## config.mk

```make
export PLATFORM = sky130hd
export DESIGN_NAME = source_token_scanner
export DESIGN_NICKNAME = d
export VERILOG_FILES = /design/src/hdl/stsc_pkg.sv /design/src/hdl/stsc_front.sv /design/src/hdl/stsc_queue.sv /design/src/hdl/stsc_back.sv /design/src/hdl/source_token_scanner.sv
export SDC_FILE = /design/constraint.sdc
export NUM_CORES = 1
export LEC_CHECK = 0
export ABC_AREA = 1
export ABC_CLOCK_PERIOD_IN_PS = 22400
export BUFFER_PORTS_ARGS = -buffer_cell sky130_fd_sc_hd__buf_2
export CAP_MARGIN = 0
export CORE_ASPECT_RATIO = 0.7
export CORE_UTILIZATION = 41
export DETAILED_ROUTE_END_ITERATION = 8
export PLACE_DENSITY_LB_ADDON = 0.3
export SLEW_MARGIN = 25
export SYNTH_ARGS = -nofsm -noshare
export SYNTH_HDL_FRONTEND = slang
export SYNTH_SLANG_ARGS = --single-unit
```

## constraint.sdc

```tcl
create_clock -name clk -period 22.4 [get_ports clk]
set_input_delay 6.72 -clock clk [delete_from_list [all_inputs] [get_ports clk]]
set_output_delay 6.72 -clock clk [all_outputs]
set_load 0.02 [all_outputs]
```

## src/hdl/stsc_pkg.sv

```systemverilog
// Shared types, token codes and keyword table for the source token scanner.
package stsc_pkg;

    localparam logic [5:0] K_LEFT_PAREN    = 6'd0;
    localparam logic [5:0] K_RIGHT_PAREN   = 6'd1;
    localparam logic [5:0] K_LEFT_BRACE    = 6'd2;
    localparam logic [5:0] K_RIGHT_BRACE   = 6'd3;
    localparam logic [5:0] K_COMMA         = 6'd4;
    localparam logic [5:0] K_DOT           = 6'd5;
    localparam logic [5:0] K_MINUS         = 6'd6;
    localparam logic [5:0] K_PLUS          = 6'd7;
    localparam logic [5:0] K_SEMICOLON     = 6'd8;
    localparam logic [5:0] K_SLASH         = 6'd9;
    localparam logic [5:0] K_STAR          = 6'd10;
    localparam logic [5:0] K_BANG          = 6'd11;
    localparam logic [5:0] K_BANG_EQUAL    = 6'd12;
    localparam logic [5:0] K_EQUAL         = 6'd13;
    localparam logic [5:0] K_EQUAL_EQUAL   = 6'd14;
    localparam logic [5:0] K_GREATER       = 6'd15;
    localparam logic [5:0] K_GREATER_EQUAL = 6'd16;
    localparam logic [5:0] K_LESS          = 6'd17;
    localparam logic [5:0] K_LESS_EQUAL    = 6'd18;
    localparam logic [5:0] K_IDENTIFIER    = 6'd19;
    localparam logic [5:0] K_STRING        = 6'd20;
    localparam logic [5:0] K_NUMBER        = 6'd21;
    localparam logic [5:0] K_FIRST_KEYWORD = 6'd22;
    localparam logic [5:0] K_END           = 6'd38;

    localparam logic [1:0] E_NONE         = 2'd0;
    localparam logic [1:0] E_UNEXPECTED   = 2'd1;
    localparam logic [1:0] E_UNTERMINATED = 2'd2;

    localparam int SLOTS       = 3;
    localparam int KEYWORDS    = 16;
    localparam int QUEUE_DEPTH = 2;

    localparam logic [47:0] KEYWORD_TEXT [KEYWORDS] = '{
        48'h616e64,       48'h636c617373,   48'h656c7365,     48'h66616c7365,
        48'h66756e,       48'h666f72,       48'h6966,         48'h6e696c,
        48'h6f72,         48'h7072696e74,   48'h72657475726e, 48'h7375706572,
        48'h74686973,     48'h74727565,     48'h766172,       48'h7768696c65
    };

    typedef struct packed {
        logic [5:0]  kind;
        logic [1:0]  err;
        logic [31:0] start;
        logic [31:0] len;
    } res_t;

    typedef struct packed {
        res_t [SLOTS-1:0] slot;
        logic [1:0]       count;
        logic [23:0]      line;
    } bundle_t;

    typedef struct packed {
        logic valid;
        logic full;
    } qstat_t;

    function automatic logic [5:0] word_kind(input logic [47:0] text, input logic too_long);
        logic [5:0] kind;
        kind = K_IDENTIFIER;
        for (int i = 0; i < KEYWORDS; i++)
        begin
            if (!too_long && text == KEYWORD_TEXT[i])
            begin
                kind = K_FIRST_KEYWORD + 6'(i);
            end
        end
        return kind;
    endfunction

endpackage

```

## src/hdl/stsc_front.sv

```systemverilog
// Scanner front end: tracks the lexer state and builds the results of each byte.
module stsc_front #(
    parameter int OFFSET_WIDTH = 32,
    parameter int LINE_WIDTH   = 24
) (
    input  logic              clk,
    input  logic              rst_n,
    input  logic              in_accept,
    input  logic              mode,
    input  logic [7:0]        src_byte,
    output logic              q_push,
    output stsc_pkg::bundle_t bundle
);
    import stsc_pkg::*;

    localparam int OW = OFFSET_WIDTH;
    localparam int LW = LINE_WIDTH;

    localparam logic [7:0] CH_LPAREN  = 8'h28;
    localparam logic [7:0] CH_RPAREN  = 8'h29;
    localparam logic [7:0] CH_LBRACE  = 8'h7b;
    localparam logic [7:0] CH_RBRACE  = 8'h7d;
    localparam logic [7:0] CH_COMMA   = 8'h2c;
    localparam logic [7:0] CH_DOT     = 8'h2e;
    localparam logic [7:0] CH_MINUS   = 8'h2d;
    localparam logic [7:0] CH_PLUS    = 8'h2b;
    localparam logic [7:0] CH_SEMI    = 8'h3b;
    localparam logic [7:0] CH_STAR    = 8'h2a;
    localparam logic [7:0] CH_BANG    = 8'h21;
    localparam logic [7:0] CH_EQUAL   = 8'h3d;
    localparam logic [7:0] CH_LESS    = 8'h3c;
    localparam logic [7:0] CH_GREATER = 8'h3e;
    localparam logic [7:0] CH_SLASH   = 8'h2f;
    localparam logic [7:0] CH_QUOTE   = 8'h22;
    localparam logic [7:0] CH_NEWLINE = 8'h0a;
    localparam logic [7:0] CH_SPACE   = 8'h20;
    localparam logic [7:0] CH_TAB     = 8'h09;
    localparam logic [7:0] CH_VTAB    = 8'h0b;
    localparam logic [7:0] CH_FFEED   = 8'h0c;
    localparam logic [7:0] CH_CR      = 8'h0d;
    localparam logic [7:0] CH_0       = 8'h30;
    localparam logic [7:0] CH_9       = 8'h39;
    localparam logic [7:0] CH_UPPER_A = 8'h41;
    localparam logic [7:0] CH_UPPER_Z = 8'h5a;
    localparam logic [7:0] CH_LOWER_A = 8'h61;
    localparam logic [7:0] CH_LOWER_Z = 8'h7a;

    typedef enum logic [3:0] {
        PH_IDLE,
        PH_SLASH,
        PH_BANG,
        PH_EQUAL,
        PH_LESS,
        PH_GREATER,
        PH_COMMENT,
        PH_STRING,
        PH_INT,
        PH_INT_DOT,
        PH_FRAC,
        PH_WORD
    } phase_t;

    phase_t          phase_reg, phase_next;
    logic [OW-1:0]   offset_reg, offset_next;
    logic [OW-1:0]   start_reg, start_next;
    logic [LW-1:0]   line_reg, line_next;
    logic [47:0]     word_reg, word_next;
    logic            long_reg, long_next;

    logic [OW:0]     pos1;
    logic [OW:0]     start1;
    logic [OW-1:0]   dot;
    logic [OW:0]     span_begin;
    logic [OW:0]     span_end;
    logic [31:0]     span;
    logic [LW-1:0]   line_up;
    logic            is_digit;
    logic            is_letter;
    logic            op_phase;
    logic [5:0]      single_kind;
    logic [5:0]      pair_kind;

    logic            st_valid;
    res_t            st_res;
    phase_t          st_phase;
    logic            st_nl;
    logic            st_word;

    logic [1:0]      f_n;
    res_t            f0;
    res_t            f1;

    logic            do_flush;
    logic            take_start;
    logic            tail_valid;
    res_t            tail;
    logic [1:0]      n_flush;

    function automatic logic [31:0] lo32(input logic [OW:0] x);
        logic [OW+32:0] w;
        w = {32'b0, x};
        return w[31:0];
    endfunction

    function automatic logic [31:0] span_len(input logic [OW:0] e, input logic [OW:0] b);
        logic [OW+32:0] d;
        d = {32'b0, e - b};
        if (e <= b)
        begin
            return '0;
        end
        if (d > (OW+33)'(33'h0ffffffff))
        begin
            return '1;
        end
        return d[31:0];
    endfunction

    function automatic logic [23:0] line24(input logic [LW-1:0] x);
        logic [LW+23:0] w;
        w = {24'b0, x};
        return w[23:0];
    endfunction

    assign pos1      = {1'b0, offset_reg};
    assign start1    = {1'b0, start_reg} + (OW+1)'(1);
    assign dot       = (offset_reg == '0) ? '0 : offset_reg - OW'(1);
    assign line_up   = (line_reg == '1) ? line_reg : line_reg + LW'(1);
    assign is_digit  = (src_byte >= CH_0) && (src_byte <= CH_9);
    assign is_letter = ((src_byte >= CH_LOWER_A) && (src_byte <= CH_LOWER_Z))
                    || ((src_byte >= CH_UPPER_A) && (src_byte <= CH_UPPER_Z));
    assign op_phase  = (phase_reg == PH_BANG) || (phase_reg == PH_EQUAL)
                    || (phase_reg == PH_LESS) || (phase_reg == PH_GREATER);

    always_comb
    begin
        case (phase_reg)
            PH_BANG:
            begin
                single_kind = K_BANG;
                pair_kind   = K_BANG_EQUAL;
            end
            PH_EQUAL:
            begin
                single_kind = K_EQUAL;
                pair_kind   = K_EQUAL_EQUAL;
            end
            PH_GREATER:
            begin
                single_kind = K_GREATER;
                pair_kind   = K_GREATER_EQUAL;
            end
            default:
            begin
                single_kind = K_LESS;
                pair_kind   = K_LESS_EQUAL;
            end
        endcase
    end

    // A single subtractor serves the pending token, a two-character operator and a string.
    always_comb
    begin
        span_begin = (phase_reg == PH_STRING) ? start1 : {1'b0, start_reg};
        if (phase_reg == PH_INT_DOT)
        begin
            span_end = {1'b0, dot};
        end
        else if (op_phase && !mode && src_byte == CH_EQUAL)
        begin
            span_end = pos1 + (OW+1)'(1);
        end
        else
        begin
            span_end = pos1;
        end
        span = span_len(span_end, span_begin);
    end

    always_comb
    begin
        f_n = 2'd0;
        f0  = '{kind: K_NUMBER, err: E_NONE, start: lo32({1'b0, start_reg}), len: span};
        f1  = '{kind: K_DOT, err: E_NONE, start: lo32({1'b0, dot}), len: 32'd1};
        case (phase_reg)
            PH_SLASH:
            begin
                f_n     = 2'd1;
                f0.kind = K_SLASH;
            end
            PH_BANG, PH_EQUAL, PH_LESS, PH_GREATER:
            begin
                f_n     = 2'd1;
                f0.kind = single_kind;
            end
            PH_INT, PH_FRAC:
            begin
                f_n = 2'd1;
            end
            PH_INT_DOT:
            begin
                f_n = 2'd2;
            end
            PH_WORD:
            begin
                f_n     = 2'd1;
                f0.kind = word_kind(word_reg, long_reg);
            end
            PH_STRING:
            begin
                f_n      = 2'd1;
                f0.kind  = '0;
                f0.err   = E_UNTERMINATED;
                f0.start = lo32(start1);
            end
            default:
            begin
                f_n = 2'd0;
            end
        endcase
    end

    always_comb
    begin
        st_valid = 1'b0;
        st_res   = '{kind: '0, err: E_NONE, start: lo32(pos1), len: 32'd1};
        st_phase = PH_IDLE;
        st_nl    = 1'b0;
        st_word  = 1'b0;
        case (src_byte)
            CH_LPAREN:
            begin
                st_valid    = 1'b1;
                st_res.kind = K_LEFT_PAREN;
            end
            CH_RPAREN:
            begin
                st_valid    = 1'b1;
                st_res.kind = K_RIGHT_PAREN;
            end
            CH_LBRACE:
            begin
                st_valid    = 1'b1;
                st_res.kind = K_LEFT_BRACE;
            end
            CH_RBRACE:
            begin
                st_valid    = 1'b1;
                st_res.kind = K_RIGHT_BRACE;
            end
            CH_COMMA:
            begin
                st_valid    = 1'b1;
                st_res.kind = K_COMMA;
            end
            CH_DOT:
            begin
                st_valid    = 1'b1;
                st_res.kind = K_DOT;
            end
            CH_MINUS:
            begin
                st_valid    = 1'b1;
                st_res.kind = K_MINUS;
            end
            CH_PLUS:
            begin
                st_valid    = 1'b1;
                st_res.kind = K_PLUS;
            end
            CH_SEMI:
            begin
                st_valid    = 1'b1;
                st_res.kind = K_SEMICOLON;
            end
            CH_STAR:
            begin
                st_valid    = 1'b1;
                st_res.kind = K_STAR;
            end
            CH_BANG:
            begin
                st_phase = PH_BANG;
            end
            CH_EQUAL:
            begin
                st_phase = PH_EQUAL;
            end
            CH_LESS:
            begin
                st_phase = PH_LESS;
            end
            CH_GREATER:
            begin
                st_phase = PH_GREATER;
            end
            CH_SLASH:
            begin
                st_phase = PH_SLASH;
            end
            CH_NEWLINE:
            begin
                st_nl = 1'b1;
            end
            CH_SPACE, CH_TAB, CH_VTAB, CH_FFEED, CH_CR:
            begin
                st_phase = PH_IDLE;
            end
            CH_QUOTE:
            begin
                st_phase = PH_STRING;
            end
            default:
            begin
                if (is_digit)
                begin
                    st_phase = PH_INT;
                end
                else if (is_letter)
                begin
                    st_phase = PH_WORD;
                    st_word  = 1'b1;
                end
                else
                begin
                    st_valid   = 1'b1;
                    st_res.err = E_UNEXPECTED;
                end
            end
        endcase
    end

    always_comb
    begin
        phase_next  = phase_reg;
        offset_next = offset_reg;
        start_next  = start_reg;
        line_next   = line_reg;
        word_next   = word_reg;
        long_next   = long_reg;
        do_flush    = 1'b0;
        take_start  = 1'b0;
        tail_valid  = 1'b0;
        tail        = st_res;
        if (mode)
        begin
            do_flush    = 1'b1;
            tail_valid  = 1'b1;
            tail        = '{kind: K_END, err: E_NONE, start: lo32(pos1), len: 32'd0};
            phase_next  = PH_IDLE;
            offset_next = '0;
            start_next  = '0;
            line_next   = LW'(1);
            word_next   = '0;
            long_next   = 1'b0;
        end
        else
        begin
            offset_next = (offset_reg == '1) ? offset_reg : offset_reg + OW'(1);
            case (phase_reg)
                PH_BANG, PH_EQUAL, PH_LESS, PH_GREATER:
                begin
                    if (src_byte == CH_EQUAL)
                    begin
                        tail_valid = 1'b1;
                        tail       = '{kind: pair_kind, err: E_NONE,
                                       start: lo32({1'b0, start_reg}), len: span};
                        phase_next = PH_IDLE;
                    end
                    else
                    begin
                        take_start = 1'b1;
                    end
                end
                PH_SLASH:
                begin
                    if (src_byte == CH_SLASH)
                    begin
                        phase_next = PH_COMMENT;
                    end
                    else
                    begin
                        take_start = 1'b1;
                    end
                end
                PH_COMMENT:
                begin
                    if (src_byte == CH_NEWLINE)
                    begin
                        line_next  = line_up;
                        phase_next = PH_IDLE;
                    end
                end
                PH_STRING:
                begin
                    if (src_byte == CH_QUOTE)
                    begin
                        tail_valid = 1'b1;
                        tail       = '{kind: K_STRING, err: E_NONE,
                                       start: lo32(start1), len: span};
                        phase_next = PH_IDLE;
                    end
                    else if (src_byte == CH_NEWLINE)
                    begin
                        line_next = line_up;
                    end
                end
                PH_INT:
                begin
                    if (src_byte == CH_DOT)
                    begin
                        phase_next = PH_INT_DOT;
                    end
                    else if (!is_digit)
                    begin
                        take_start = 1'b1;
                    end
                end
                PH_INT_DOT:
                begin
                    if (is_digit)
                    begin
                        phase_next = PH_FRAC;
                    end
                    else
                    begin
                        take_start = 1'b1;
                    end
                end
                PH_FRAC:
                begin
                    if (!is_digit)
                    begin
                        take_start = 1'b1;
                    end
                end
                PH_WORD:
                begin
                    if (is_digit || is_letter)
                    begin
                        if (word_reg[47:40] != 8'd0)
                        begin
                            long_next = 1'b1;
                        end
                        word_next = {word_reg[39:0], src_byte};
                    end
                    else
                    begin
                        take_start = 1'b1;
                    end
                end
                default:
                begin
                    take_start = 1'b1;
                end
            endcase
            if (take_start)
            begin
                do_flush   = 1'b1;
                tail_valid = st_valid;
                tail       = st_res;
                phase_next = st_phase;
                start_next = offset_reg;
                if (st_nl)
                begin
                    line_next = line_up;
                end
                if (st_word)
                begin
                    word_next = {40'b0, src_byte};
                    long_next = 1'b0;
                end
            end
        end
    end

    always_comb
    begin
        n_flush = do_flush ? f_n : 2'd0;
        bundle  = '0;
        case (n_flush)
            2'd0:
            begin
                bundle.slot[0] = tail;
            end
            2'd1:
            begin
                bundle.slot[0] = f0;
                bundle.slot[1] = tail;
            end
            default:
            begin
                bundle.slot[0] = f0;
                bundle.slot[1] = f1;
                bundle.slot[2] = tail;
            end
        endcase
        bundle.count = n_flush + {1'b0, tail_valid};
        bundle.line  = line24(line_reg);
    end

    assign q_push = in_accept && (bundle.count != 2'd0);

    always_ff @(posedge clk or negedge rst_n)
    begin
        if (!rst_n)
        begin
            phase_reg  <= PH_IDLE;
            offset_reg <= '0;
            start_reg  <= '0;
            line_reg   <= LW'(1);
            word_reg   <= '0;
            long_reg   <= 1'b0;
        end
        else if (in_accept)
        begin
            phase_reg  <= phase_next;
            offset_reg <= offset_next;
            start_reg  <= start_next;
            line_reg   <= line_next;
            word_reg   <= word_next;
            long_reg   <= long_next;
        end
    end

endmodule

```

## src/hdl/stsc_queue.sv

```systemverilog
// Short queue of result bundles between the scanner front end and the back end.
module stsc_queue (
    input  logic              clk,
    input  logic              rst_n,
    input  logic              wr_en,
    input  stsc_pkg::bundle_t wr_data,
    input  logic              rd_en,
    output stsc_pkg::bundle_t rd_data,
    output stsc_pkg::qstat_t  status
);
    import stsc_pkg::*;

    localparam int PTR_W = (QUEUE_DEPTH > 1) ? $clog2(QUEUE_DEPTH) : 1;
    localparam int CNT_W = $clog2(QUEUE_DEPTH + 1);

    bundle_t            store [QUEUE_DEPTH];
    logic [PTR_W-1:0]   wr_ptr_reg, wr_ptr_next;
    logic [PTR_W-1:0]   rd_ptr_reg, rd_ptr_next;
    logic [CNT_W-1:0]   count_reg, count_next;
    logic               do_wr;
    logic               do_rd;

    assign status.valid = (count_reg != '0);
    assign status.full  = (count_reg == CNT_W'(QUEUE_DEPTH));
    assign do_wr        = wr_en && !status.full;
    assign do_rd        = rd_en && status.valid;
    assign rd_data      = store[rd_ptr_reg];

    always_comb
    begin
        wr_ptr_next = wr_ptr_reg;
        rd_ptr_next = rd_ptr_reg;
        count_next  = count_reg;
        if (do_wr)
        begin
            wr_ptr_next = (wr_ptr_reg == PTR_W'(QUEUE_DEPTH - 1)) ? '0 : wr_ptr_reg + PTR_W'(1);
        end
        if (do_rd)
        begin
            rd_ptr_next = (rd_ptr_reg == PTR_W'(QUEUE_DEPTH - 1)) ? '0 : rd_ptr_reg + PTR_W'(1);
        end
        if (do_wr && !do_rd)
        begin
            count_next = count_reg + CNT_W'(1);
        end
        else if (do_rd && !do_wr)
        begin
            count_next = count_reg - CNT_W'(1);
        end
    end

    always_ff @(posedge clk)
    begin
        if (do_wr)
        begin
            store[wr_ptr_reg] <= wr_data;
        end
    end

    always_ff @(posedge clk or negedge rst_n)
    begin
        if (!rst_n)
        begin
            wr_ptr_reg <= '0;
            rd_ptr_reg <= '0;
            count_reg  <= '0;
        end
        else
        begin
            wr_ptr_reg <= wr_ptr_next;
            rd_ptr_reg <= rd_ptr_next;
            count_reg  <= count_next;
        end
    end

endmodule

```

## src/hdl/stsc_back.sv

```systemverilog
// Scanner back end: hands the results of each bundle out one word at a time.
module stsc_back (
    input  logic              clk,
    input  logic              rst_n,
    input  stsc_pkg::qstat_t  q_stat,
    input  stsc_pkg::bundle_t head,
    output logic              deq,
    input  logic              pop,
    output logic              empty,
    output logic [5:0]        token_kind,
    output logic [1:0]        error_kind,
    output logic [31:0]       start_offset,
    output logic [31:0]       lexeme_length,
    output logic [23:0]       line_number,
    output logic              last
);
    import stsc_pkg::*;

    logic        valid_reg, valid_next;
    logic [1:0]  sel_reg, sel_next;
    res_t        res_reg;
    logic [23:0] line_reg;
    logic        last_reg;
    logic        load;
    logic        final_slot;
    res_t        cur;

    assign load       = q_stat.valid && (!valid_reg || pop);
    assign final_slot = (sel_reg == head.count - 2'd1);
    assign cur        = head.slot[sel_reg];
    assign deq        = load && final_slot;
    assign empty      = !valid_reg;

    assign token_kind    = res_reg.kind;
    assign error_kind    = res_reg.err;
    assign start_offset  = res_reg.start;
    assign lexeme_length = res_reg.len;
    assign line_number   = line_reg;
    assign last          = last_reg;

    always_comb
    begin
        valid_next = valid_reg;
        sel_next   = sel_reg;
        if (load)
        begin
            valid_next = 1'b1;
            sel_next   = final_slot ? 2'd0 : sel_reg + 2'd1;
        end
        else if (pop)
        begin
            valid_next = 1'b0;
        end
    end

    always_ff @(posedge clk or negedge rst_n)
    begin
        if (!rst_n)
        begin
            valid_reg <= 1'b0;
            sel_reg   <= 2'd0;
        end
        else
        begin
            valid_reg <= valid_next;
            sel_reg   <= sel_next;
        end
    end

    always_ff @(posedge clk)
    begin
        if (load)
        begin
            res_reg  <= cur;
            line_reg <= head.line;
            last_reg <= final_slot;
        end
    end

endmodule

```

## src/hdl/source_token_scanner.sv

```systemverilog
// Streaming source scanner: one source byte per word in, tokens out.
// A byte is accepted every cycle while the two-entry bundle queue has room.
// Its token words pass through the bundle queue and are then loaded into the output register.
// Results leave one word per cycle while pop is asserted, so a byte giving k tokens yields k output words.
// Reset is asynchronous: offset zero, line one, queue and output emptied.
module source_token_scanner #(
    parameter int OFFSET_WIDTH = 32,
    parameter int LINE_WIDTH   = 24
) (
    input  logic        clk,
    input  logic        rst_n,
    input  logic        push,
    output logic        full,
    input  logic        mode,
    input  logic [7:0]  src_byte,
    output logic        empty,
    input  logic        pop,
    output logic [5:0]  token_kind,
    output logic [1:0]  error_kind,
    output logic [31:0] start_offset,
    output logic [31:0] lexeme_length,
    output logic [23:0] line_number,
    output logic        last
);
    import stsc_pkg::*;

    logic     in_accept;
    logic     front_push;
    bundle_t  front_bundle;
    bundle_t  head;
    qstat_t   q_stat;
    logic     deq;

    assign full      = q_stat.full;
    assign in_accept = push && !q_stat.full;

    stsc_front #(
        .OFFSET_WIDTH (OFFSET_WIDTH),
        .LINE_WIDTH   (LINE_WIDTH)
    ) u_front (
        .clk       (clk),
        .rst_n     (rst_n),
        .in_accept (in_accept),
        .mode      (mode),
        .src_byte  (src_byte),
        .q_push    (front_push),
        .bundle    (front_bundle)
    );

    stsc_queue u_queue (
        .clk     (clk),
        .rst_n   (rst_n),
        .wr_en   (front_push),
        .wr_data (front_bundle),
        .rd_en   (deq),
        .rd_data (head),
        .status  (q_stat)
    );

    stsc_back u_back (
        .clk           (clk),
        .rst_n         (rst_n),
        .q_stat        (q_stat),
        .head          (head),
        .deq           (deq),
        .pop           (pop),
        .empty         (empty),
        .token_kind    (token_kind),
        .error_kind    (error_kind),
        .start_offset  (start_offset),
        .lexeme_length (lexeme_length),
        .line_number   (line_number),
        .last          (last)
    );

    a_head_nonzero: assert property (@(posedge clk) disable iff (!rst_n)
        q_stat.valid |-> (head.count != 2'd0))
        else $error("Queue head holds a bundle with no results.");

    a_end_last: assert property (@(posedge clk) disable iff (!rst_n)
        (in_accept && mode) |->
            (front_push && front_bundle.slot[front_bundle.count - 2'd1].kind == K_END))
        else $error("End of source did not close its bundle with an END token.");

    a_push_visible: assert property (@(posedge clk) disable iff (!rst_n)
        (front_push && !q_stat.valid) |=> q_stat.valid)
        else $error("A pushed bundle did not reach the queue head.");

endmodule
```

==> results.md <==
- Outcome: finished clean
- Logic pwr share: 37.8%
- Cts hold-fix bufs: 0
- Layout Nets: 4512
- Fin. Hold Viols: 0
- Core Area: slightly above 0.09 mm2
- Dpl cells: 5612
- Clock network fraction of design power: 23.0%
- Initial antenna violation count: 3
- Post-Syn Area: 0.03818 mm2
- Period utilisation layout: 56.51%
- Antenna Nets Post-Route: 0
- CTS Sinks: 725
- Fraction of the mapped netlist area in compound gates: 13.83%
- CP Class: in -> reg
- Post CTS Setup Buffer Count: 0
- Yosys warns: 0
- Slew margin rel.: 15.98%
- Post-route design area: between 0.04 and 0.05 mm2
- Average size of a mapped cell: 8.855 um2
- Seq. cell area: 0.02104 mm2
- Synth cell types: between 60 and 70
- Final max-slew violation count: 0
- Critical path arrival: 12930 ps
- Final Skew: 35.12 ps
- Post-route insts no fill: around 5800
- PD cells: around 130 mW/mm2
- H-tree depth: 3
- Unrepaired setup endpoints after global routing: false
- Area of the multi-input gates: 0.01542 mm2
- Internal power: 0.003348 W
- DRT Pass-1 Iters: 6
- Worst hold path class: reg -> reg
- Switching power: 0.002327 W
- DP Wirelength: 91910 um
- Global route total overflow: 0
- Root buffer cell: clkbuf_16
- Die width: 366.7 um
- Fraction of layout cells with a size suffix above 1: 7.927%
- Sum Neg Setup Slack: 0 ps
- Tot Pwr: ~0.0057 W
- Leakage power: 17.18 nW
- Max_cap viols: 0
- CP Capture Point: u_queue.store[1][157]
- Number of flip-flops in the largest register: 480
- Maximum VDD drop: 72.31 uV
- RePlAce Congestion: 1.070
- Post-layout min period: between 10000 and 15000 ps
- Detailed-route DRC error count: 0
- CTS buffer count: 78
- Xor/xnor share of the synthesized area: 1.927%
- Worst reg2reg endpoint: u_queue.store[1][49]
- Synth async-reset ratio: 20.41%
- Post-CTS sizing: 0
- Worst r2r path cells: 25
- Maximum clock insertion buffer count: 3
- Area post-placement: 0.04028 mm2
- Fillers: between 8000 and 9000
- Vias post-DR: about 33000
- Sw frac: 41.01%
- Port Buffers: between 100 and 150
- Clock Latency Late Sink: 680 ps
- Reg clk slew, reported paths: 60 ps
- Critical path origin: src_byte[7]
- Post-synth EDFFs: 577
- Syn Inst Count: 4312
- Layout overhead on the synthesized area: 12.22%
- Post-synthesis register bit count: 725
- Die height: 257.3 um
- Mux cell area share after synthesis: 0.05243%
- Number of global-route vias before repair: 29830
- Total Routing Usage GR: a little over a quarter
- DRT Wirelength: 130500 um
- FP Rows: 93
- Top_reg_cell synth: edfxtp_1
- DR iter-0 viols: roughly 4500
- Main combinational cell family by area after synthesis: simple AND/OR/NAND/NOR gates
- Register area share after synthesis: about 55%
- Synth Area in Adders: 1.396%
- CTS tree: built
- Worst EP required: 22670 ps
- Final setup violation count: 0
- Critical path fanouts, max: between 150 and 200
- Setup slack, reg-to-reg: 15470 ps
- Pin count of the biggest net entering global routing: ~160
- Die area: 0.09437 mm2
- Critical Path Source Type: input port
- Starting Density: 41.43%
- Setup crit end kind: flop
- Vias per cell: between 5 and 6
- Sequential share of power: ~39%
- I/O pin count: 112
- First-pass GRT wire length: 194400 um
- Post-Synth Simple-Gate Area: 21.76%
- WL/cell: 22.68 um
- R2R Path Start: u_front.offset_reg[0]
- Achievable Freq: between 0.07 and 0.08 GHz
- Hold Crit Start: u_queue.wr_ptr_reg
- Worst Tran Pin Value: 1247 ps
[metal layers]
layer | vias up | track usage [%] | share of wire [%]
li1 | 15120 | - | -
met1 | 15710 | 42.17 | 46
met2 | 1740 | 36.68 | 39
met3 | 206 | 8.020 | 12
met4 | 4 | 7.415 | 2.6
met5 | - | 0 | 0.021
[worst min-delay path by stage]
stage / slack, ps / endpoint / cells past startpoint
CTS: 500 / u_queue.wr_ptr_reg / 2
detailed placement: 480 / u_queue.wr_ptr_reg / 2
floorplan: 440 / u_queue.store[0][19] / 0
global route: 520 / u_queue.wr_ptr_reg / 2
global placement: 460 / u_queue.wr_ptr_reg / 2
finish: 500 / u_queue.wr_ptr_reg / 2
[final cells by class]
type	count	share of cell area (%)
Clock buffer	94	4.742
Tap cell	1235	3.606
Sequential cell	725	49.09
Timing Repair Buffer	160	2.208
Multi-Input combinational cell	3137	35.98
Antenna cell	1	0.005840
Inverter	355	3.145
Clock inverter	45	1.215
[power by group through the flow]
stage          registers (W)  clock network (W)  logic (W)
6_report             0.00223            0.00131    0.00214
2_1_floorplan        0.00243                  0    0.00122
3_3_place_gp         0.00225                  0    0.00211
3_5_place_dp         0.00225                  0    0.00212
4_1_cts              0.00223            0.00133    0.00213
5_1_grt              0.00227            0.00138    0.00233
[cells by family after synthesis]
group | count (synthesis)
muxes | 2
xor gates and xnor gates | 84
and+or+nand+nor | 1958
other | 1
AOI/OAI and AO/OA | 923
adders and majority gates | 42
buffers and inverters | 577
DFF | 725
[layout by cell type (no fill, tap or decap), types with 14 or more instances in the layout]
master	n
or2_2	14
o2111ai_1	20
clkbuf_1	14
inv_2	18
ha_1	41
o22ai_1	104
nand4_1	68
clkinv_1	21
nor2_1	547
o21a_1	18
inv_1	327
o21ai_0	510
nand2_1	891
o221ai_1	42
o211ai_1	21
buf_2	110
conb_1	128
xor2_1	78
nand3_1	249
clkbuf_16	78
edfxtp_1	577
buf_4	47
o31ai_1	14
a21oi_1	121
nor3_1	104
dfrtp_1	145
nor4_1	19
[through the flow]
stage	util, %	hold WS [ps]	worst slack, ps
floorplan	-	440.2	2963
global placement	43.71	463.6	9130
detailed placement	43.71	480.7	9035
CTS	46.48	496.8	9746
global route	46.49	522.3	9458
finish	46.49	496.0	9742
[critical path: stages]
cell and delay, ps:
buf_2 110, nor2_1 100, nand3_1 240, nor2_4 390, inv_2 110, nand2_2 100
nand3_2 140, nor2_8 170, nand3_2 520, nand2_2 680, inv_2 440, ha_1 340
inv_1 60, nand3_1 80, nand3_1 150, nand2_1 130, nor2_4 660, buf_4 820
buf_12 660
[cells in the mapped netlist (all sizes together), types with 2 or more instances]
| library cell | instances | area share, % |
|---|---|---|
| nand2 | 899 | 8.9 |
| edfxtp | 577 | 45 |
| nor2 | 572 | 5.9 |
| o21ai | 530 | 7.0 |
| inv | 346 | 3.4 |
| nand3 | 251 | 3.3 |
| clkbuf | 163 | 1.6 |
| dfrtp | 147 | 9.6 |
| a21oi | 123 | 1.6 |
| nor3 | 105 | 1.4 |
| o22ai | 104 | 1.7 |
| xor2 | 78 | 1.8 |
| nand4 | 70 | 1.2 |
| buf | 59 | 0.85 |
| o221ai | 42 | 0.96 |
| ha | 41 | 1.3 |
| o211ai | 21 | 0.41 |
| o2111ai | 20 | 0.46 |
| or2 | 20 | 0.33 |
| nor4 | 19 | 0.31 |
| o21a | 18 | 0.35 |
| a31oi | 14 | 0.23 |
| o31ai | 14 | 0.28 |
| a22o | 13 | 0.30 |
| nand3b | 12 | 0.24 |
| clkinv | 9 | 0.088 |
| a22oi | 7 | 0.14 |
| and2 | 6 | 0.098 |
| xnor2 | 6 | 0.14 |
| a21boi | 4 | 0.088 |
| o21bai | 4 | 0.079 |
| a21o | 3 | 0.059 |
| nor3b | 3 | 0.059 |
| mux2i | 2 | 0.052 |
Power figures use the tool's default switching activity.
